[src/sv/iepts_pkg.sv]
// ----------------------------------------------------------------------------
// iepts_pkg
// Shared types and constants of the paged EEPROM transfer sequencer.
// ----------------------------------------------------------------------------
`default_nettype none

package iepts_pkg;

    localparam int ADDR_W      = 11;
    localparam int CNT_W       = 12;
    localparam int MAX_RES     = 3;
    localparam int QDEPTH      = 4;
    localparam int QPTR_W      = 2;
    localparam int QCNT_W      = 3;
    localparam int RECIP_SHIFT = 20;
    localparam int RECIP_W     = 21;
    localparam int PROD_W      = 32;
    localparam int QUOT_W      = 12;

    localparam logic [ADDR_W-1:0] BLOCK_MASK  = 11'h700;
    localparam int                BLOCK_SHIFT = 7;
    localparam logic [7:0]        BASE_RESET  = 8'd160;

    localparam logic [1:0] ERR_OK   = 2'd0;
    localparam logic [1:0] ERR_DEV  = 2'd1;
    localparam logic [1:0] ERR_WORD = 2'd2;
    localparam logic [1:0] ERR_DATA = 2'd3;

    typedef enum logic [1:0] {
        CMD_START = 2'd0,
        CMD_DONE  = 2'd1,
        CMD_DATA  = 2'd2
    } cmd_t;

    typedef enum logic [2:0] {
        PH_IDLE,
        PH_PROBE,
        PH_DEV,
        PH_WORD,
        PH_WAIT_DATA,
        PH_WDATA,
        PH_RDEV,
        PH_RDATA
    } phase_t;

    typedef enum logic [3:0] {
        K_ADDR_TX   = 4'd0,
        K_ADDR_RX   = 4'd1,
        K_SEND      = 4'd2,
        K_RECV_ACK  = 4'd3,
        K_RECV_NACK = 4'd4,
        K_STOP      = 4'd5,
        K_READ      = 4'd6,
        K_NEED      = 4'd7,
        K_DONE      = 4'd8
    } kind_t;

    typedef struct packed {
        logic [1:0]        cmd;
        logic              write_op;
        logic [ADDR_W-1:0] start_address;
        logic [CNT_W-1:0]  byte_count;
        logic              ack;
        logic [7:0]        rx_byte;
        logic [7:0]        tx_byte;
    } item_t;

    typedef struct packed {
        logic              valid;
        item_t             item;
        logic [PROD_W-1:0] prod;
    } stage_t;

    typedef struct packed {
        kind_t      kind;
        logic [7:0] bus_byte;
        logic [7:0] read_data;
        logic [1:0] error_code;
        logic       last;
    } result_t;

    typedef struct packed {
        logic [1:0]                 count;
        result_t [MAX_RES-1:0]      res;
    } push_t;

endpackage

`default_nettype wire

[src/sv/iepts_in_if.sv]
// ----------------------------------------------------------------------------
// iepts_in_if
// Request channel: start requests, bus completions and write data bytes.
// ----------------------------------------------------------------------------
`default_nettype none

interface iepts_in_if;
    logic        valid;
    logic        ready;
    logic [1:0]  cmd;
    logic        write_op;
    logic [10:0] start_address;
    logic [11:0] byte_count;
    logic        ack;
    logic [7:0]  rx_byte;
    logic [7:0]  tx_byte;

    modport source (
        output valid, cmd, write_op, start_address, byte_count, ack, rx_byte, tx_byte,
        input  ready
    );
    modport sink (
        input  valid, cmd, write_op, start_address, byte_count, ack, rx_byte, tx_byte,
        output ready
    );
endinterface

`default_nettype wire

[src/sv/iepts_out_if.sv]
// ----------------------------------------------------------------------------
// iepts_out_if
// Result channel: bus operations, read data, data requests and completion.
// ----------------------------------------------------------------------------
`default_nettype none

interface iepts_out_if;
    logic       valid;
    logic       ready;
    logic [3:0] kind;
    logic [7:0] bus_byte;
    logic [7:0] read_data;
    logic [1:0] error_code;
    logic       last;

    modport source (
        output valid, kind, bus_byte, read_data, error_code, last,
        input  ready
    );
    modport sink (
        input  valid, kind, bus_byte, read_data, error_code, last,
        output ready
    );
endinterface

`default_nettype wire

[src/sv/i2c_eeprom_paged_transfer_sequencer_unit.sv]
// ----------------------------------------------------------------------------
// i2c_eeprom_paged_transfer_sequencer_unit
// Sequences byte-level I2C master operations for a paged serial EEPROM.
// ----------------------------------------------------------------------------
//  Channel  Direction  Payload
//  req      in         cmd, write_op, start_address, byte_count, ack, rx_byte, tx_byte
//  rsp      out        kind, bus_byte, read_data, error_code, last
//  cfg      in         cfg_we, cfg_wdata (device base address)
//
// An item is accepted every cycle while the result queue holds at most one
// entry; with the queue empty, its first result passes the input register and
// enters the result queue before it is offered. The sustained rate is set by
// the one-per-cycle drain of the four-entry result queue while rsp is ready.
// A stalled result channel holds the queue and, once it holds over one entry,
// the input register. Reset is asynchronous and sets the base address to 160.
// ----------------------------------------------------------------------------
`default_nettype none

module i2c_eeprom_paged_transfer_sequencer_unit #(
    parameter int PAGE_BYTES   = 16,
    parameter int ADDRESS_BITS = 11
) (
    input  wire logic       clk,
    input  wire logic       rst_n,
    iepts_in_if.sink        req,
    iepts_out_if.source     rsp,
    input  wire logic       cfg_we,
    input  wire logic [7:0] cfg_wdata
);

    iepts_pkg::stage_t stage;
    iepts_pkg::push_t  push;
    logic              space_ok;

    iepts_inreg #(
        .PAGE_BYTES   (PAGE_BYTES),
        .ADDRESS_BITS (ADDRESS_BITS)
    ) u_inreg (
        .clk      (clk),
        .rst_n    (rst_n),
        .req      (req),
        .space_ok (space_ok),
        .stage    (stage)
    );

    iepts_core #(
        .PAGE_BYTES   (PAGE_BYTES),
        .ADDRESS_BITS (ADDRESS_BITS)
    ) u_core (
        .clk       (clk),
        .rst_n     (rst_n),
        .cfg_we    (cfg_we),
        .cfg_wdata (cfg_wdata),
        .stage     (stage),
        .push      (push)
    );

    iepts_resq u_resq (
        .clk      (clk),
        .rst_n    (rst_n),
        .push     (push),
        .space_ok (space_ok),
        .rsp      (rsp)
    );

endmodule

`default_nettype wire

[src/sv/iepts_inreg.sv]
// ----------------------------------------------------------------------------
// iepts_inreg
// Input register; also registers the reciprocal product of the start address.
// ----------------------------------------------------------------------------
`default_nettype none

module iepts_inreg #(
    parameter int PAGE_BYTES   = 16,
    parameter int ADDRESS_BITS = 11
) (
    input  wire logic           clk,
    input  wire logic           rst_n,
    iepts_in_if.sink            req,
    input  wire logic           space_ok,
    output iepts_pkg::stage_t   stage
);

    localparam int AW = iepts_pkg::ADDR_W;
    localparam int PW = iepts_pkg::PROD_W;
    localparam int RECIP =
        ((1 << iepts_pkg::RECIP_SHIFT) + PAGE_BYTES - 1) / PAGE_BYTES;
    localparam logic [AW-1:0] ADDR_MASK = AW'((1 << ADDRESS_BITS) - 1);

    logic                  vld_reg;
    iepts_pkg::item_t      item_reg;
    logic [PW-1:0]         prod_reg;
    logic [PW-1:0]         prod_next;
    logic [AW-1:0]         addr_m;
    logic                  take;
    logic                  fire;

    assign take      = vld_reg && space_ok;
    assign req.ready = !vld_reg || space_ok;
    assign fire      = req.valid && req.ready;
    assign addr_m    = req.start_address & ADDR_MASK;
    assign prod_next = PW'(addr_m) * PW'(RECIP);

    always_ff @(posedge clk or negedge rst_n)
    begin
        if (!rst_n)
        begin
            vld_reg <= 1'b0;
        end
        else if (fire)
        begin
            vld_reg <= 1'b1;
        end
        else if (take)
        begin
            vld_reg <= 1'b0;
        end
    end

    always_ff @(posedge clk)
    begin
        if (fire)
        begin
            item_reg.cmd           <= req.cmd;
            item_reg.write_op      <= req.write_op;
            item_reg.start_address <= req.start_address;
            item_reg.byte_count    <= req.byte_count;
            item_reg.ack           <= req.ack;
            item_reg.rx_byte       <= req.rx_byte;
            item_reg.tx_byte       <= req.tx_byte;
            prod_reg               <= prod_next;
        end
    end

    assign stage.valid = take;
    assign stage.item  = item_reg;
    assign stage.prod  = prod_reg;

endmodule

`default_nettype wire

[src/sv/iepts_core.sv]
// ----------------------------------------------------------------------------
// iepts_core
// Transfer state and the decode of one item into up to three results.
// ----------------------------------------------------------------------------
`default_nettype none

module iepts_core #(
    parameter int PAGE_BYTES   = 16,
    parameter int ADDRESS_BITS = 11
) (
    input  wire logic           clk,
    input  wire logic           rst_n,
    input  wire logic           cfg_we,
    input  wire logic [7:0]     cfg_wdata,
    input  wire iepts_pkg::stage_t stage,
    output iepts_pkg::push_t    push
);

    localparam int AW    = iepts_pkg::ADDR_W;
    localparam int CW    = iepts_pkg::CNT_W;
    localparam int QW    = iepts_pkg::QUOT_W;
    localparam int OFF_W = (PAGE_BYTES > 1) ? $clog2(PAGE_BYTES) : 1;
    localparam int PBL_W = $clog2(PAGE_BYTES + 1);
    localparam int MW    = 20;

    iepts_pkg::phase_t       phase_reg, phase_next;
    logic                    is_write_reg, is_write_next;
    logic [ADDRESS_BITS-1:0] addr_reg, addr_next;
    logic [OFF_W-1:0]        off_reg, off_next;
    logic [CW-1:0]           bytes_reg, bytes_next;
    logic [PBL_W-1:0]        pbl_reg, pbl_next;
    logic [7:0]              base_reg;

    logic [ADDRESS_BITS-1:0] addr_inc;
    logic [OFF_W-1:0]        off_inc;
    logic [CW-1:0]           bytes_dec;
    logic [PBL_W-1:0]        pbl_dec;
    logic [PBL_W-1:0]        room_cur;
    logic [PBL_W-1:0]        room_inc;
    logic [7:0]              dev_cur;
    logic [7:0]              dev_inc;
    logic [QW-1:0]           quot;
    logic [MW-1:0]           quot_p;
    logic [OFF_W-1:0]        off_start;
    logic [AW-1:0]           addr_start;

    iepts_pkg::result_t      r0, r1, r2;
    logic [1:0]              n;

    function automatic logic [PBL_W-1:0] page_room(input logic [OFF_W-1:0] off,
                                                   input logic [CW-1:0] left);
        logic [PBL_W-1:0] room;
        room = PBL_W'(PAGE_BYTES) - PBL_W'(off);
        if (CW'(room) > left)
        begin
            room = left[PBL_W-1:0];
        end
        return room;
    endfunction

    function automatic logic [7:0] dev_byte(input logic [ADDRESS_BITS-1:0] a,
                                            input logic [7:0] base);
        logic [AW-1:0] blk;
        blk = (AW'(a) & iepts_pkg::BLOCK_MASK) >> iepts_pkg::BLOCK_SHIFT;
        return base | blk[7:0];
    endfunction

    function automatic iepts_pkg::result_t mk(input iepts_pkg::kind_t k,
                                              input logic [7:0] bus,
                                              input logic [7:0] rd,
                                              input logic [1:0] err);
        iepts_pkg::result_t r;
        r.kind       = k;
        r.bus_byte   = bus;
        r.read_data  = rd;
        r.error_code = err;
        r.last       = 1'b0;
        return r;
    endfunction

    assign addr_inc  = addr_reg + 1'b1;
    assign off_inc   = ((addr_inc == '0) ||
                        (PBL_W'(off_reg) + 1'b1 == PBL_W'(PAGE_BYTES))) ? '0
                                                                       : off_reg + 1'b1;
    assign bytes_dec = bytes_reg - 1'b1;
    assign pbl_dec   = pbl_reg - 1'b1;
    assign room_cur  = page_room(off_reg, bytes_reg);
    assign room_inc  = page_room(off_inc, bytes_dec);
    assign dev_cur   = dev_byte(addr_reg, base_reg);
    assign dev_inc   = dev_byte(addr_inc, base_reg);

    assign addr_start = AW'(stage.item.start_address[ADDRESS_BITS-1:0]);
    assign quot       = stage.prod[iepts_pkg::RECIP_SHIFT +: QW];
    assign quot_p     = MW'(quot) * MW'(PAGE_BYTES);
    assign off_start  = OFF_W'(addr_start - quot_p[AW-1:0]);

    always_comb
    begin
        phase_next    = phase_reg;
        is_write_next = is_write_reg;
        addr_next     = addr_reg;
        off_next      = off_reg;
        bytes_next    = bytes_reg;
        pbl_next      = pbl_reg;
        r0 = mk(iepts_pkg::K_ADDR_TX, 8'd0, 8'd0, iepts_pkg::ERR_OK);
        r1 = r0;
        r2 = r0;
        n  = 2'd0;
        if (stage.valid)
        begin
            unique case (stage.item.cmd)
                iepts_pkg::CMD_START:
                begin
                    if (phase_reg == iepts_pkg::PH_IDLE)
                    begin
                        is_write_next = stage.item.write_op;
                        addr_next     = stage.item.start_address[ADDRESS_BITS-1:0];
                        off_next      = off_start;
                        bytes_next    = stage.item.byte_count;
                        pbl_next      = '0;
                        phase_next    = iepts_pkg::PH_PROBE;
                        r0 = mk(iepts_pkg::K_ADDR_TX, base_reg, 8'd0, iepts_pkg::ERR_OK);
                        n  = 2'd1;
                    end
                end
                iepts_pkg::CMD_DATA:
                begin
                    if (phase_reg == iepts_pkg::PH_WAIT_DATA)
                    begin
                        phase_next = iepts_pkg::PH_WDATA;
                        r0 = mk(iepts_pkg::K_SEND, stage.item.tx_byte, 8'd0,
                                iepts_pkg::ERR_OK);
                        n  = 2'd1;
                    end
                end
                iepts_pkg::CMD_DONE:
                begin
                    unique case (phase_reg)
                        iepts_pkg::PH_PROBE:
                        begin
                            r0 = mk(iepts_pkg::K_STOP, 8'd0, 8'd0, iepts_pkg::ERR_OK);
                            n  = 2'd2;
                            if (!stage.item.ack)
                            begin
                                r1 = mk(iepts_pkg::K_ADDR_TX, base_reg, 8'd0,
                                        iepts_pkg::ERR_OK);
                            end
                            else if (bytes_reg == '0)
                            begin
                                phase_next = iepts_pkg::PH_IDLE;
                                r1 = mk(iepts_pkg::K_DONE, 8'd0, 8'd0, iepts_pkg::ERR_OK);
                            end
                            else
                            begin
                                pbl_next   = room_cur;
                                phase_next = iepts_pkg::PH_DEV;
                                r1 = mk(iepts_pkg::K_ADDR_TX, dev_cur, 8'd0,
                                        iepts_pkg::ERR_OK);
                            end
                        end
                        iepts_pkg::PH_DEV, iepts_pkg::PH_WORD, iepts_pkg::PH_WDATA,
                        iepts_pkg::PH_RDEV:
                        begin
                            if (!stage.item.ack)
                            begin
                                phase_next = iepts_pkg::PH_IDLE;
                                r0 = mk(iepts_pkg::K_STOP, 8'd0, 8'd0, iepts_pkg::ERR_OK);
                                n  = 2'd2;
                                if (phase_reg == iepts_pkg::PH_DEV)
                                begin
                                    r1 = mk(iepts_pkg::K_DONE, 8'd0, 8'd0,
                                            iepts_pkg::ERR_DEV);
                                end
                                else if (phase_reg == iepts_pkg::PH_WORD)
                                begin
                                    r1 = mk(iepts_pkg::K_DONE, 8'd0, 8'd0,
                                            iepts_pkg::ERR_WORD);
                                end
                                else
                                begin
                                    r1 = mk(iepts_pkg::K_DONE, 8'd0, 8'd0,
                                            iepts_pkg::ERR_DATA);
                                end
                            end
                            else if (phase_reg == iepts_pkg::PH_DEV)
                            begin
                                phase_next = iepts_pkg::PH_WORD;
                                r0 = mk(iepts_pkg::K_SEND, addr_reg[7:0], 8'd0,
                                        iepts_pkg::ERR_OK);
                                n  = 2'd1;
                            end
                            else if (phase_reg == iepts_pkg::PH_WORD)
                            begin
                                n = 2'd1;
                                if (is_write_reg)
                                begin
                                    phase_next = iepts_pkg::PH_WAIT_DATA;
                                    r0 = mk(iepts_pkg::K_NEED, 8'd0, 8'd0,
                                            iepts_pkg::ERR_OK);
                                end
                                else
                                begin
                                    phase_next = iepts_pkg::PH_RDEV;
                                    r0 = mk(iepts_pkg::K_ADDR_RX, dev_cur, 8'd0,
                                            iepts_pkg::ERR_OK);
                                end
                            end
                            else if (phase_reg == iepts_pkg::PH_WDATA)
                            begin
                                addr_next  = addr_inc;
                                off_next   = off_inc;
                                bytes_next = bytes_dec;
                                pbl_next   = pbl_dec;
                                if (pbl_dec != '0)
                                begin
                                    phase_next = iepts_pkg::PH_WAIT_DATA;
                                    r0 = mk(iepts_pkg::K_NEED, 8'd0, 8'd0,
                                            iepts_pkg::ERR_OK);
                                    n  = 2'd1;
                                end
                                else
                                begin
                                    phase_next = iepts_pkg::PH_PROBE;
                                    r0 = mk(iepts_pkg::K_STOP, 8'd0, 8'd0,
                                            iepts_pkg::ERR_OK);
                                    r1 = mk(iepts_pkg::K_ADDR_TX, base_reg, 8'd0,
                                            iepts_pkg::ERR_OK);
                                    n  = 2'd2;
                                end
                            end
                            else
                            begin
                                phase_next = iepts_pkg::PH_RDATA;
                                n = 2'd1;
                                if (pbl_reg == PBL_W'(1))
                                begin
                                    r0 = mk(iepts_pkg::K_RECV_NACK, 8'd0, 8'd0,
                                            iepts_pkg::ERR_OK);
                                end
                                else
                                begin
                                    r0 = mk(iepts_pkg::K_RECV_ACK, 8'd0, 8'd0,
                                            iepts_pkg::ERR_OK);
                                end
                            end
                        end
                        iepts_pkg::PH_RDATA:
                        begin
                            addr_next  = addr_inc;
                            off_next   = off_inc;
                            bytes_next = bytes_dec;
                            pbl_next   = pbl_dec;
                            r0 = mk(iepts_pkg::K_READ, 8'd0, stage.item.rx_byte,
                                    iepts_pkg::ERR_OK);
                            if (pbl_dec != '0)
                            begin
                                n = 2'd2;
                                if (pbl_dec == PBL_W'(1))
                                begin
                                    r1 = mk(iepts_pkg::K_RECV_NACK, 8'd0, 8'd0,
                                            iepts_pkg::ERR_OK);
                                end
                                else
                                begin
                                    r1 = mk(iepts_pkg::K_RECV_ACK, 8'd0, 8'd0,
                                            iepts_pkg::ERR_OK);
                                end
                            end
                            else
                            begin
                                r1 = mk(iepts_pkg::K_STOP, 8'd0, 8'd0, iepts_pkg::ERR_OK);
                                n  = 2'd3;
                                if (bytes_dec == '0)
                                begin
                                    phase_next = iepts_pkg::PH_IDLE;
                                    r2 = mk(iepts_pkg::K_DONE, 8'd0, 8'd0,
                                            iepts_pkg::ERR_OK);
                                end
                                else
                                begin
                                    pbl_next   = room_inc;
                                    phase_next = iepts_pkg::PH_DEV;
                                    r2 = mk(iepts_pkg::K_ADDR_TX, dev_inc, 8'd0,
                                            iepts_pkg::ERR_OK);
                                end
                            end
                        end
                        default:
                        begin
                        end
                    endcase
                end
                default:
                begin
                end
            endcase
        end
        r0.last = (n == 2'd1);
        r1.last = (n == 2'd2);
        r2.last = (n == 2'd3);
    end

    assign push.count  = n;
    assign push.res[0] = r0;
    assign push.res[1] = r1;
    assign push.res[2] = r2;

    always_ff @(posedge clk or negedge rst_n)
    begin
        if (!rst_n)
        begin
            phase_reg    <= iepts_pkg::PH_IDLE;
            is_write_reg <= 1'b0;
            addr_reg     <= '0;
            off_reg      <= '0;
            bytes_reg    <= '0;
            pbl_reg      <= '0;
            base_reg     <= iepts_pkg::BASE_RESET;
        end
        else
        begin
            phase_reg    <= phase_next;
            is_write_reg <= is_write_next;
            addr_reg     <= addr_next;
            off_reg      <= off_next;
            bytes_reg    <= bytes_next;
            pbl_reg      <= pbl_next;
            if (cfg_we)
            begin
                base_reg <= cfg_wdata;
            end
        end
    end

endmodule

`default_nettype wire

[src/sv/iepts_resq.sv]
// ----------------------------------------------------------------------------
// iepts_resq
// Result queue: takes up to three results a cycle, hands out one a cycle while rsp is ready.
// ----------------------------------------------------------------------------
`default_nettype none

module iepts_resq (
    input  wire logic           clk,
    input  wire logic           rst_n,
    input  wire iepts_pkg::push_t push,
    output logic                space_ok,
    iepts_out_if.source         rsp
);

    localparam int PTR_W = iepts_pkg::QPTR_W;
    localparam int CNT_W = iepts_pkg::QCNT_W;

    iepts_pkg::result_t  q_mem [iepts_pkg::QDEPTH];
    logic [PTR_W-1:0]    wr_ptr_reg, wr_ptr_next;
    logic [PTR_W-1:0]    rd_ptr_reg, rd_ptr_next;
    logic [CNT_W-1:0]    cnt_reg, cnt_next;
    logic                pop;
    iepts_pkg::result_t  head;

    assign space_ok = cnt_reg <= CNT_W'(iepts_pkg::QDEPTH - iepts_pkg::MAX_RES);
    assign pop      = (cnt_reg != '0) && rsp.ready;
    assign head     = q_mem[rd_ptr_reg];

    assign wr_ptr_next = wr_ptr_reg + PTR_W'(push.count);
    assign rd_ptr_next = rd_ptr_reg + PTR_W'(pop);
    assign cnt_next    = cnt_reg + CNT_W'(push.count) - CNT_W'(pop);

    always_ff @(posedge clk or negedge rst_n)
    begin
        if (!rst_n)
        begin
            wr_ptr_reg <= '0;
            rd_ptr_reg <= '0;
            cnt_reg    <= '0;
        end
        else
        begin
            wr_ptr_reg <= wr_ptr_next;
            rd_ptr_reg <= rd_ptr_next;
            cnt_reg    <= cnt_next;
        end
    end

    always_ff @(posedge clk)
    begin
        for (int i = 0; i < iepts_pkg::MAX_RES; i++)
        begin
            if (2'(i) < push.count)
            begin
                q_mem[wr_ptr_reg + PTR_W'(i)] <= push.res[i];
            end
        end
    end

    assign rsp.valid      = cnt_reg != '0;
    assign rsp.kind       = head.kind;
    assign rsp.bus_byte   = head.bus_byte;
    assign rsp.read_data  = head.read_data;
    assign rsp.error_code = head.error_code;
    assign rsp.last       = head.last;

endmodule

`default_nettype wire
[src/flat_wrapper.sv]
// flat-port wrapper written by rule: the top's interface ports become plain ports
module i2c_eeprom_paged_transfer_sequencer_unit_flat 
#(
    parameter int PAGE_BYTES   = 16,
    parameter int ADDRESS_BITS = 11
)
  (clk, rst_n, cfg_we, cfg_wdata, req_valid, req_cmd, req_write_op, req_start_address, req_byte_count, req_ack, req_rx_byte, req_tx_byte, req_ready, rsp_valid, rsp_kind, rsp_bus_byte, rsp_read_data, rsp_error_code, rsp_last, rsp_ready);
  iepts_in_if req_i ();
  iepts_out_if rsp_i ();
  input  wire logic clk;
  input  wire logic rst_n;
  input  wire logic cfg_we;
  input  wire logic [7:0] cfg_wdata;
  input wire logic [$bits(req_i.valid)-1:0] req_valid;
  input wire logic [$bits(req_i.cmd)-1:0] req_cmd;
  input wire logic [$bits(req_i.write_op)-1:0] req_write_op;
  input wire logic [$bits(req_i.start_address)-1:0] req_start_address;
  input wire logic [$bits(req_i.byte_count)-1:0] req_byte_count;
  input wire logic [$bits(req_i.ack)-1:0] req_ack;
  input wire logic [$bits(req_i.rx_byte)-1:0] req_rx_byte;
  input wire logic [$bits(req_i.tx_byte)-1:0] req_tx_byte;
  output wire logic [$bits(req_i.ready)-1:0] req_ready;
  output wire logic [$bits(rsp_i.valid)-1:0] rsp_valid;
  output wire logic [$bits(rsp_i.kind)-1:0] rsp_kind;
  output wire logic [$bits(rsp_i.bus_byte)-1:0] rsp_bus_byte;
  output wire logic [$bits(rsp_i.read_data)-1:0] rsp_read_data;
  output wire logic [$bits(rsp_i.error_code)-1:0] rsp_error_code;
  output wire logic [$bits(rsp_i.last)-1:0] rsp_last;
  input wire logic [$bits(rsp_i.ready)-1:0] rsp_ready;
  assign req_i.valid = req_valid;
  assign req_i.cmd = req_cmd;
  assign req_i.write_op = req_write_op;
  assign req_i.start_address = req_start_address;
  assign req_i.byte_count = req_byte_count;
  assign req_i.ack = req_ack;
  assign req_i.rx_byte = req_rx_byte;
  assign req_i.tx_byte = req_tx_byte;
  assign req_ready = req_i.ready;
  assign rsp_valid = rsp_i.valid;
  assign rsp_kind = rsp_i.kind;
  assign rsp_bus_byte = rsp_i.bus_byte;
  assign rsp_read_data = rsp_i.read_data;
  assign rsp_error_code = rsp_i.error_code;
  assign rsp_last = rsp_i.last;
  assign rsp_i.ready = rsp_ready;
  i2c_eeprom_paged_transfer_sequencer_unit #(.PAGE_BYTES(PAGE_BYTES), .ADDRESS_BITS(ADDRESS_BITS)) u_core (.clk(clk), .rst_n(rst_n), .req(req_i), .rsp(rsp_i), .cfg_we(cfg_we), .cfg_wdata(cfg_wdata));
endmodule
[config.mk]
export PLATFORM = sky130hd
export DESIGN_NAME = i2c_eeprom_paged_transfer_sequencer_unit_flat
export DESIGN_NICKNAME = d
export VERILOG_FILES = /design/src/sv/iepts_pkg.sv /design/src/sv/iepts_in_if.sv /design/src/sv/iepts_out_if.sv /design/src/sv/i2c_eeprom_paged_transfer_sequencer_unit.sv /design/src/sv/iepts_inreg.sv /design/src/sv/iepts_core.sv /design/src/sv/iepts_resq.sv /design/src/flat_wrapper.sv
export SDC_FILE = /design/constraint.sdc
export NUM_CORES = 1
export LEC_CHECK = 0
export BUFFER_PORTS_ARGS = -buffer_cell sky130_fd_sc_hd__buf_2
export CAP_MARGIN = 20
export CORE_UTILIZATION = 55
export DETAILED_ROUTE_END_ITERATION = 7
export PLACE_DENSITY = 0.77
export SLEW_MARGIN = 20
export SYNTH_ARGS = -nofsm -noshare
export SYNTH_HDL_FRONTEND = slang
export SYNTH_SLANG_ARGS = --single-unit
export TNS_END_PERCENT = 20
[constraint.sdc]
create_clock -name clk -period 4.1 [get_ports clk]
set_clock_uncertainty 0.2 [all_clocks]
set_input_delay 0.615 -clock clk [delete_from_list [all_inputs] [get_ports clk]]
set_output_delay 0.615 -clock clk [all_outputs]
set_load 0.02 [all_outputs]
Yosys cells after proc, flatten, opt, wreduce, memory -nomap -nowiden --
Memories as Yosys holds them, arrays and structs flattened. Cells that the tools add are included. W data, S select, Z words.
Word-level totals: register bits 95, RAM bits 92, input bits 56, output and inout bits 25, word-level logic and storage cells 187, memories kept 1
Cells by class: add/sub/neg operators 14, $lt $le $gt $ge 6, eq/ne operators 26, muxes and demuxes 99, bitwise logic cells 2, reduce and logical (&&, ||, !) cells 21
Memories:
- u_core.u_resq.q_mem | words 4, width 23, read ports 1, clocked after Yosys merged registers in 0, wr ports 3, RTL line iepts_resq.sv:18 | iepts_pkg::result_t q_mem [iepts_pkg::QDEPTH];
Operator list (count):
- $mux W23 | 16
- $pmux W23 S3 | 3
- $mux W19 | 5
- $mux W22 | 3
- $mux W12 | 5
- $mux W11 | 5
- $mux W5 | 11
- $pmux W12 S2 | 2
- $pmux W11 S2 | 2
- $mux W21 | 2
- $mux W3 | 10
- $gt A5 B12 Y1 | 2
- $logic_not A12 Y1 | 2
- $mux W4 | 6
- $mux W2 | 10
- $pmux W3 S3 | 2
- $or A8 B4 Y8 | 2
- $pmux W4 S2 | 2
- $ne A3 B3 Y1 const B | 5
- $pmux W5 S3 | 1
- $eq A3 B3 Y1 const B | 4
- $pmux W2 S3 | 2
- $sub A12 B1 Y12 const B | 1
- $add A11 B1 Y11 const B | 1
- other kinds (39) | 64

Logic depth before layout (Yosys ltp) --
Gate-level depths: netlist of the first run.
depth in word-level cells 13, gate-level depth with buffers 19, depth with buffers taken out 19

By module --
A second synthesis of the first run with hierarchy kept.
Second synthesis, totals: cell total of the unflattened synthesis 1264, area, all modules 12180.4 µm²
By module, submodules not included:
- iepts_resq | instances 1, cells an instance 581, area each 5899.4 µm², seq. area each 2937.8 µm²
- iepts_core | instances 1, cells an instance 601, area each 4678.2 µm², seq. area each 1103.6 µm²
- iepts_inreg | instances 1, cells an instance 82, area each 1602.8 µm², seq. area each 1316.3 µm²

Worst setup path after synthesis of the first run --
OpenSTA, ideal clock, no wires.
path kind register -> register, start reg u_core.u_core.addr_reg[0], end reg u_core.u_core.pbl_reg[4], setup time 120 ps, arrival time 3526 ps, data required time 3780 ps, path slack 254 ps, cell stages (with the launch flop) 20, path buffers 0, period minus slack after synthesis 3846 ps, cells stage by stage dfrtp_1 ha_1 and3_1 or3_1 o211ai_1 nand4_1 nor3_1 nor2_1 inv_1 ha_1 xor2_1 ha_1 o21ai_0 a21oi_1 nor3_1 nor2_1 nand2_1 nor2_1 a21o_1 a31o_2
On the way: word-level cells in the longest chain between the ends 11
RTL lines:
- from (decl) | RTL line iepts_core.sv:28 | logic [ADDRESS_BITS-1:0] addr_reg, addr_next;
- from (signal assigned) | RTL line iepts_core.sv:324 | addr_reg <= addr_next;
- $add A11 B1 Y11 * | RTL line iepts_core.sv:81 | assign addr_inc = addr_reg + 1'b1;
- $logic_not A11 Y1 * | RTL line iepts_core.sv:82 | assign off_inc = ((addr_inc == '0) ||
- $logic_or A1 B1 Y1 * | RTL line iepts_core.sv:82
- $mux W4 * | RTL line iepts_core.sv:83 | (PBL_W'(off_reg) + 1'b1 == PBL_W'(PAGE_BYTES))) ? '0
- $sub A5 B4 Y5 * | RTL line iepts_core.sv:53 | room = PBL_W'(PAGE_BYTES) - PBL_W'(off);
- $gt A5 B12 Y1 | RTL line iepts_core.sv:54 | if (CW'(room) > left)
- $mux W5 * | RTL line iepts_core.sv:54
- $mux W5 * | RTL line iepts_core.sv:273 | if (bytes_dec == '0)
- $mux W5 * | RTL line iepts_core.sv:255 | if (pbl_dec != '0)
- $pmux W5 S3 * | RTL line iepts_core.sv:138 | unique case (phase_reg)
- $pmux W5 S2 * | RTL line iepts_core.sv:111 | unique case (stage.item.cmd)
- to (signal assigned) | RTL line iepts_core.sv:327 | pbl_reg <= pbl_next;
- to (decl) | RTL line iepts_core.sv:31 | logic [PBL_W-1:0] pbl_reg, pbl_next;
Mark *: on every way between the ends. The rest lies on a longest branch, timed or not. A chain may end at the register's enable or synchronous reset.

Worst setup path after layout of the first run --
start reg u_core.u_core.addr_reg[1], end reg u_core.u_core.pbl_reg[4]
Same word-level chain as after synthesis.

==> reports/results.txt, run 1 <==
In this run the core area contains 50 standard-cell rows. The worst-case IR drop observed on VDD is 0.4239 mV. Hold repair after CTS inserted 0 buffers. After detailed routing, the number of remaining DRC violations is 0.

The initial antenna violation count is 0. The tightest min-delay check is of the input pin to async pin type. The final critical delay including setup and external delays works out to 3894 ps. The endpoint identified for the worst register-to-register timing path is u_core.u_core.pbl_reg[4]. For the wire length the detailed router placed on met1, the log shows 11620 microns. The tools report the instance area at placement as 0.01121 sq mm.

In the synthesized netlist the async set-or-reset flop fraction comes to 27.81%. The run gives 8511 as the number of global-route vias before repair. The classification of the worst setup path is register to register. The number of CTS-inserted buffers was 17; the die span in y was 140.2 microns.

The utilization of the core after routing is 63.83%. After detailed routing, the number of vias per cell comes to 6.357. The number of fill cells is 1516, and the fraction of power spent switching nets is 42.00%.

Setup repair after global routing left no endpoint under its margin. In this run the critical register-to-register path is launched from u_core.u_core.addr_reg[1]. The routed layout has 9002 vias. For this design the ratio of total power to cell area is 653.6 mW/mm^2. Summing the areas of all compound-gate instances in the mapped netlist gives 18.95% of the synthesized area.

The initial utilization of the core area, before any placement, comes to 56.17%. For this run, the post-layout net count is 1257. The post-route cell area came out at 0.01194 sq mm. Clock tree synthesis found a total of 187 sinks. The share of post-route cells with drive strength above 1 is 19.63%, and the clock transition at the registers of the reported paths is 80 ps. The clock network is responsible for 21.6% of the overall power. The share of the Yosys chip area taken by registers is 46.04%. The number of antenna diodes in the final layout is 0. Headroom to the max-slew limit came out at 32.88%. For the core outline area, the log shows 0.01871 sq mm. The count of final hold-check violations was 0; the first-pass GRT wire length was 44420 microns. At the end of routability-driven placement, the weighted congestion stood at 0.9275. The die span in x is 140.2 microns. The total of flip-flops plus latches after synthesis was 187. In the final routed layout, each cell accounts on average for 19.71 microns. TritonCTS built the clock tree. The run gives 41.5% as the combinational fraction of design power. The area added between synthesis and finish works out to 13.65%. In the post-synthesis netlist, the biggest area contributors are sky130_fd_sc_hd__edfxtp_1 (24%), sky130_fd_sc_hd__dfrtp_1 (12%), sky130_fd_sc_hd__dfxtp_1 (9.9%). Summed over all cells, the static leakage comes to 4.503 nW. Setup total negative slack on the finished layout was measured at 0 ps. The logs give 0 for the total congestion overflow after global routing and 210 ps for the setup slack on the worst flop-to-flop path. Flip-flop cell with the highest count after synthesis: sky130_fd_sc_hd__edfxtp_1. The logs give 0.01966 sq mm for the die footprint and 1093 for the number of cells produced by synthesis.

The root buffer cell was sky130_fd_sc_hd__clkbuf_16. Setup violations remaining at the end of the flow were counted as 0. The part of the cycle the worst path needs was 94.98%.

For the count of placed standard cells including taps, the log shows 1380. Global routing used 29.28% of the available tracks across all layers. Each instance of the synthesized netlist takes up on average 9.612 sq um. The longest clock path from root to sink contains 2 buffers. Final standard cell count with taps included and fillers excluded: 1416.

The detailed-routed wire length on met2 was 13540 microns. The logs give 897 for the number of DRC violations after detailed-routing iteration 0 and 0 for the max-slew violation total from the final report. Worst slack on hold paths: 27.79 ps. The met3 routed wirelength was 2003 microns.

The half-perimeter wire length after placement was 20160 microns; the power spent charging and discharging nets was 3.278 mW. The critical path required time was 4230 ps; the number of primary I/O pins was 81. The count of buffers inserted at the top-level ports is 80, and the latest clock arrival within the worst-skew pair is 450 ps. The run gives 0 as the number of warnings printed during yosys synthesis. The tools report the level count of the clock H-tree as 4. Of the total power, registers draw 36.9%.

The cell depth of the worst flop-to-flop path is 19, and the slew at the pin closest to its max-slew limit is 1007 ps. The uppermost metal layer occupied by signal nets was met4. Wires add up to 27900 microns. STA classifies the critical path endpoint as a register.

Along the worst path, the maximum fanout reaches 6. The count of nets left with antenna violations once routing finished came out at 0. For the design internal power, the log shows 4.526 mW.

The run finished with clean final reports. Adder-cell area share of the yosys netlist: 3.882%. The iteration count of the initial detailed-routing pass was 5; the number of flip-flops under the largest register name was 92. The largest area contributor in the netlist is sky130_fd_sc_hd__edfxtp_1. STA classifies the critical path startpoint as a register. Summing the areas of all xor and xnor instances in the mapped netlist gives 1.667% of the synthesized area.

Entering global routing, the biggest net connects 46 pins. Measured against the total synthesized area, the mux share comes to 7.741%. For the critical path data arrival time, the log shows 4030 ps.

For the post-synthesis instance area, the log shows 0.01051 sq mm. The area fraction in and, or, nand and nor cells after synthesis is 18.01%, and the portion of synthesized cell area occupied by the leading cell type is 23.72%. After synthesis, the netlist uses 83 different library cells.

By area, the combinational part of the netlist is dominated by compound AO/OA/AOI/OAI gates. The tool flagged a number of max-cap violations equal to 0. Yosys mapped a number of flops with a built-in enable equal to 83. Number of nets produced by synthesis: 1181. Static timing analysis puts the maximum clock frequency at 0.2568 GHz.
==> cell type report <==
cell class / instances / area (sq um) / share of cell area, %
clock buffer: 17 / 425.4 / 3.563
clock inverter: 15 / 191.4 / 1.603
inverter: 33 / 123.9 / 1.037
multi-input combinational: 809 / 5355 / 44.85
sequential: 187 / 4840 / 40.53
tap: 234 / 292.8 / 2.452
timing repair buffer: 121 / 711.9 / 5.962
==> worst max-delay path, stage by stage, from the launching register on <==
cell,delay [ps]
sky130_fd_sc_hd__dfrtp_1,390
sky130_fd_sc_hd__ha_4,170
sky130_fd_sc_hd__nand4_1,180
sky130_fd_sc_hd__nor2_2,180
sky130_fd_sc_hd__and3_4,240
sky130_fd_sc_hd__xor2_4,160
sky130_fd_sc_hd__nor3_2,60
sky130_fd_sc_hd__buf_4,150
sky130_fd_sc_hd__or2_4,250
sky130_fd_sc_hd__ha_4,170
sky130_fd_sc_hd__xor2_2,180
sky130_fd_sc_hd__ha_1,320
sky130_fd_sc_hd__o21ai_0,70
sky130_fd_sc_hd__a21oi_1,120
sky130_fd_sc_hd__nor3_1,60
sky130_fd_sc_hd__nor2_1,160
sky130_fd_sc_hd__nand2_2,130
sky130_fd_sc_hd__buf_6,160
sky130_fd_sc_hd__a21o_1,190
sky130_fd_sc_hd__a31o_2,230
==> worst max path at each step <==
stage	startpoint	end	depth (start not counted)
global route	u_core.u_core.addr_reg[1]	u_core.u_core.pbl_reg[4]	20
global placement	u_core.u_core.addr_reg[0]	u_core.u_core.pbl_reg[4]	19
CTS	u_core.u_core.addr_reg[0]	u_core.u_core.pbl_reg[4]	19
finish	u_core.u_core.addr_reg[1]	u_core.u_core.pbl_reg[4]	19
floorplan	u_core.u_core.addr_reg[0]	u_core.u_core.pbl_reg[4]	19
detailed placement	u_core.u_core.addr_reg[0]	u_core.u_core.pbl_reg[4]	19
==> cells by family after synthesis <==
kind of cell | count (synthesis)
xor+xnor | 20
buf+inv | 97
mux | 51
fa+ha+maj | 32
compound gates | 310
flops | 187
simple gates | 396
==> placed cells by master, fill, tap and decap left out, types with 8 or more instances in the layout <==
| master | count |
|---|---|
| sky130_fd_sc_hd__and2_1 | 16 |
| sky130_fd_sc_hd__mux2_2 | 12 |
| sky130_fd_sc_hd__nand4_1 | 8 |
| sky130_fd_sc_hd__nand2b_1 | 11 |
| sky130_fd_sc_hd__o211ai_1 | 9 |
| sky130_fd_sc_hd__o22ai_1 | 29 |
| sky130_fd_sc_hd__edfxtp_1 | 83 |
| sky130_fd_sc_hd__o21ai_0 | 87 |
| sky130_fd_sc_hd__nor2_1 | 62 |
| sky130_fd_sc_hd__a31oi_1 | 10 |
| sky130_fd_sc_hd__dfxtp_1 | 52 |
| sky130_fd_sc_hd__clkbuf_16 | 17 |
| sky130_fd_sc_hd__or3_1 | 8 |
| sky130_fd_sc_hd__nand3_1 | 35 |
| sky130_fd_sc_hd__mux2i_1 | 16 |
| sky130_fd_sc_hd__nor3_1 | 24 |
| sky130_fd_sc_hd__buf_4 | 40 |
| sky130_fd_sc_hd__mux4_2 | 23 |
| sky130_fd_sc_hd__dfrtp_1 | 48 |
| sky130_fd_sc_hd__xnor2_1 | 12 |
| sky130_fd_sc_hd__a22o_1 | 8 |
| sky130_fd_sc_hd__nor2b_1 | 8 |
| sky130_fd_sc_hd__buf_2 | 80 |
| sky130_fd_sc_hd__a21oi_1 | 80 |
| sky130_fd_sc_hd__nand2_1 | 169 |
| sky130_fd_sc_hd__a22oi_1 | 9 |
| sky130_fd_sc_hd__inv_1 | 32 |
| sky130_fd_sc_hd__ha_1 | 29 |
==> Yosys cell counts, types with 9 or more instances <==
library cell,n
sky130_fd_sc_hd__a21oi_1,80
sky130_fd_sc_hd__a22oi_1,9
sky130_fd_sc_hd__a31oi_1,11
sky130_fd_sc_hd__and2_1,17
sky130_fd_sc_hd__buf_2,11
sky130_fd_sc_hd__clkbuf_1,42
sky130_fd_sc_hd__dfrtp_1,50
sky130_fd_sc_hd__dfxtp_1,52
sky130_fd_sc_hd__edfxtp_1,83
sky130_fd_sc_hd__ha_1,31
sky130_fd_sc_hd__inv_1,32
sky130_fd_sc_hd__mux2_2,12
sky130_fd_sc_hd__mux2i_1,16
sky130_fd_sc_hd__mux4_2,23
sky130_fd_sc_hd__nand2_1,170
sky130_fd_sc_hd__nand2b_1,11
sky130_fd_sc_hd__nand3_1,35
sky130_fd_sc_hd__nor2_1,63
sky130_fd_sc_hd__nor3_1,25
sky130_fd_sc_hd__o211ai_1,9
sky130_fd_sc_hd__o21ai_0,88
sky130_fd_sc_hd__o22ai_1,29
sky130_fd_sc_hd__xnor2_1,12
==> power by group through the flow <==
stage | Combinational, mW | Sequential (mW) | Clock, mW
floorplan | 2.57 | 2.54 | 0
global placement | 3.06 | 2.89 | 0
detailed placement | 3.10 | 2.89 | 0
CTS | 3.11 | 2.85 | 1.70
global route | 3.58 | 2.94 | 1.77
finish | 3.24 | 2.88 | 1.68
==> routing by layer <==
metal	GRT usage (%)	vias to the layer above
met4	12.55	0
met3	5.436	67
met5	0	-
met2	47.74	429
met1	38.36	4315
li1	-	4191
==> what timing repair did <==
item	4_1_cts	5_1_grt
endpoints found under the setup margin	0	5
resized for setup	0	15
setup buffers	0	4
==> stage by stage <==
stage          setup slack, ps  total power, mW
2_1_floorplan            253.7            5.108
3_3_place_gp             157.8            5.945
3_5_place_dp             87.78            5.993
4_1_cts                  76.89            7.662
5_1_grt                  6.135            8.282
6_report                 205.7            7.804
Power figures use the tool's default switching activity.
==> run 2, diff against run 1 <==
--- a/config.mk
+++ b/config.mk
@@ -7,9 +7,10 @@
 export LEC_CHECK = 0
 export BUFFER_PORTS_ARGS = -buffer_cell sky130_fd_sc_hd__buf_2
 export CAP_MARGIN = 20
+export CORE_MARGIN = 8
 export CORE_UTILIZATION = 55
 export DETAILED_ROUTE_END_ITERATION = 7
-export PLACE_DENSITY = 0.77
+export PLACE_DENSITY = 0.88
 export SLEW_MARGIN = 20
 export SYNTH_ARGS = -nofsm -noshare
 export SYNTH_HDL_FRONTEND = slang
==> reports/results.txt, run 2 (synthesis results as in run 1) <==
The flow ran to the end, and the final reports show no timing, DRC or antenna violations. The logs give 1435 (-5.3%) for the number of fill cells and 2 (unchanged) for the buffer depth of the longest clock path. The average vias per placed instance was 6.407 (+0.78%). Leakage power of the design: 4.524 nW (+0.47%). The run gives 0 (unchanged) as the initial antenna violation count. The root buffer cell is sky130_fd_sc_hd__clkbuf_16.

The die span in y works out to 154.2 microns (+10%). The run gives 440 ps (about the same) as the latest clock arrival within the worst-skew pair. The top cell types in the final layout, fill and taps aside, are sky130_fd_sc_hd__nand2_1 (170), sky130_fd_sc_hd__o21ai_0 (86), sky130_fd_sc_hd__edfxtp_1 (83). The number of buffer and inverter stages on the critical path was 3 (+1); the hold buffer count at cts was 0 (unchanged). The aggregate negative setup slack came out at 0 ps (unchanged). Uppermost metal layer occupied by signal nets: met4. The total inserted antenna cells came out at 0 (unchanged). The tools report the critical path data arrival time as 4060 ps (+30 ps).

The cell family contributing the most delay on the critical path is simple AND/OR/NAND/NOR gates. The total wire length after detailed routing was 28780 microns (+3.1%); the count of buffers inserted at the top-level ports was 80 (unchanged). Kind of end point of the critical path: a register.

The total congestion overflow after global routing is 0 (unchanged), and the critical path required time is 4220 ps (about the same). For this design, the slowest cell found on the critical path is sky130_fd_sc_hd__or3_1. The number of clock sinks was 187 (unchanged).

The number of maximum-capacitance violations was 0 (unchanged). The number of flip-flops under the largest register name came out at 92 (unchanged). The maximum achievable frequency was 0.2539 GHz (-1.1%). The tools report the number of CTS-inserted buffers as 17 (unchanged). The critical path starts at u_core.u_core.addr_reg[1]. The final critical delay including setup and external delays is 3938 ps (+43.53 ps). Kind of start point of the critical path: a register. In this run the worst hold path is classified as input pin to async pin. The run gives 0 (unchanged) as the total of endpoints with negative setup slack in the final report. The count of final hold-check violations was 0 (unchanged).

The half-perimeter wire length after placement was 20420 microns (+1.3%); the cell depth of the worst flop-to-flop path was 21 (+2). The iteration count of the initial detailed-routing pass is 8 (+3), and the area added between synthesis and finish is 13.90%. Part of the cycle the worst path needs: 96.04% (+1.1 points).

The tools report the DRC violation count after routing as 0 (unchanged). The number of global-route vias before repair came out at 8915 (+4.7%). For the sum of internal, switching and leakage power, the log shows 7.896 mW (+1.2%). The number of stages on the worst setup path works out to 21 (+2). The die span in x was 154.2 microns (+10%); the share of post-route cells with drive strength above 1 was 20.02% (+0.39 points). The worst slew margin relative to its limit is 20.97% (-12 points), and the overall global routing resource usage is 24.21% (-5.1 points). The power density over cell area is 659.8 mW/mm^2 (+0.96%). The met3 routed wirelength was 2813 microns (+40%); the total number of nets in the final design was 1259 (+0.16%).

The core outline area is 0.01871 sq mm (unchanged). Leaving out fill and tap cells, the most frequent cell in the layout is sky130_fd_sc_hd__nand2_1. The slew at the pin closest to its max-slew limit works out to 1181 ps (+174.3 ps). End of the worst register-to-register path: u_core.u_core.pbl_reg[1].

Walking the worst path, the cells encountered are ha_4 -> nand4_1 -> or3_1 -> o211ai_1 -> nand4_1 -> nor3_2 -> buf_4 -> nor2_2 -> inv_2 -> ha_4 -> xor2_2 -> ha_2 -> o21ai_0 -> a21oi_1 -> nor3_1 -> nor2_1 -> nand2_1 -> buf_6 -> o211ai_1 -> o21ai_1 -> a22o_1. TritonCTS built the clock tree. The logs give 0.9854 (+6.2%) for the routability congestion estimate from global placement and 0 (unchanged) for the remaining antenna violation count. Worst vdd rail ir drop: 0.4699 mV (+11%). The maximum cell stage delay along the critical path is 410 ps (+20 ps), and the initial core utilization is 56.17% (unchanged).

The launching point of the worst reg2reg path is u_core.u_core.addr_reg[1]. The tools report the largest net degree at the start of global routing as 45 (-2.2%). The level count of the clock H-tree was 4 (unchanged).

The total number of vias is 9085 (+0.92%), and the placement row count is 50 (unchanged). Detailed-routed wire length on met2: 13840 microns (+2.2%). Clock transition at the registers of the reported paths: 80 ps (about the same). The routed wire length per instance was 20.29 microns (+3.0%); the die footprint was 0.02378 sq mm (+21%).

The wire length the detailed router placed on met1 was 11390 microns (-1.9%); the setup slack on the worst flop-to-flop path was 160 ps (-40 ps). The number of primary I/O pins is 81 (unchanged), and the number of DRC violations after detailed-routing iteration 0 is 1106 (+23%). The maximum fanout count along the critical path came out at 6 (unchanged). The logs give 0 (unchanged) for the max-slew violation total from the final report and 46260 microns (+4.1%) for the first-pass GRT wire length. The critical path is of the register to register type.
-- run 2: cell types whose count changed in the layout (fill, tap and decap cells not counted), sizes merged --
| cell | delta |
|---|---|
| clkinv | +1 |
| buf | +2 |
| clkinvlp | -2 |
| inv | +1 |
-- run 2: worst max path at each step --
stage	endpoint	slack, ps
after global routing	u_core.u_core.pbl_reg[1]	-30
after floorplan	u_core.u_core.pbl_reg[4]	250
after CTS	u_core.u_core.pbl_reg[1]	70
final	u_core.u_core.pbl_reg[1]	160
after global placement	u_core.u_core.pbl_reg[1]	220
after detailed placement	u_core.u_core.pbl_reg[1]	120
-- run 2: metal layers --
metal	vias up	track usage (%)
met5	-	0
met4	0	9.426
met3	71	5.071
met2	574	39.79
met1	4238	30.87
li1	4202	-
-- run 2: repair_timing --
item | CTS | global route
setup endpoints to repair | 0 | 5
setup buffers | 0 | 3
gates resized for setup | 0 | 18
-- run 2: power breakdown --
part           total (mW)  leakage (nW)  switching [mW]  internal (mW)
Combinational        3.32          2.39            1.93           1.39
Sequential           2.89          1.83           0.550           2.34
Clock                1.69         0.299           0.850          0.837
-- run 2: area by class of cell --
class                           instances  area [sq um]  share of cell area [%]
Inverter                               33         123.9                   1.035
Timing Repair Buffer                  123         739.5                   6.179
Tap cell                              234         292.8                   2.447
Sequential cell                       187          4838                   40.43
Multi-Input combinational cell        809          5356                   44.76
Clock inverter                         15         190.2                   1.589
Clock buffer                           17         425.4                   3.555
-- run 2: stage by stage --
step | cells | hold slack (ps) | utilization (%) | instance area, sq um | setup slack, ps
floorplan | 1093 | 119.4 | - | 10510 | 253.7
global placement | 1383 | 238.9 | 60.13 | 11250 | 215.2
detailed placement | 1383 | 247.4 | 60.13 | 11250 | 121.5
CTS | 1415 | 75.55 | 63.42 | 11860 | 71.16
global route | 1418 | 106.5 | 63.97 | 11970 | -25.36
finish | 1418 | 56.56 | 63.97 | 11970 | 162.2
-- run 2: worst reg2reg max path, cell delays in order (launching register included) --
cell and delay [ps]:
sky130_fd_sc_hd__dfrtp_1 400, sky130_fd_sc_hd__ha_4 170, sky130_fd_sc_hd__nand4_1 190, sky130_fd_sc_hd__or3_1 410, sky130_fd_sc_hd__o211ai_1 110, sky130_fd_sc_hd__nand4_1 180
sky130_fd_sc_hd__nor3_2 150, sky130_fd_sc_hd__buf_4 160, sky130_fd_sc_hd__nor2_2 50, sky130_fd_sc_hd__inv_2 90, sky130_fd_sc_hd__ha_4 150, sky130_fd_sc_hd__xor2_2 80
sky130_fd_sc_hd__ha_2 340, sky130_fd_sc_hd__o21ai_0 80, sky130_fd_sc_hd__a21oi_1 160, sky130_fd_sc_hd__nor3_1 60, sky130_fd_sc_hd__nor2_1 140, sky130_fd_sc_hd__nand2_1 110
sky130_fd_sc_hd__buf_6 160, sky130_fd_sc_hd__o211ai_1 170, sky130_fd_sc_hd__o21ai_1 80, sky130_fd_sc_hd__a22o_1 200
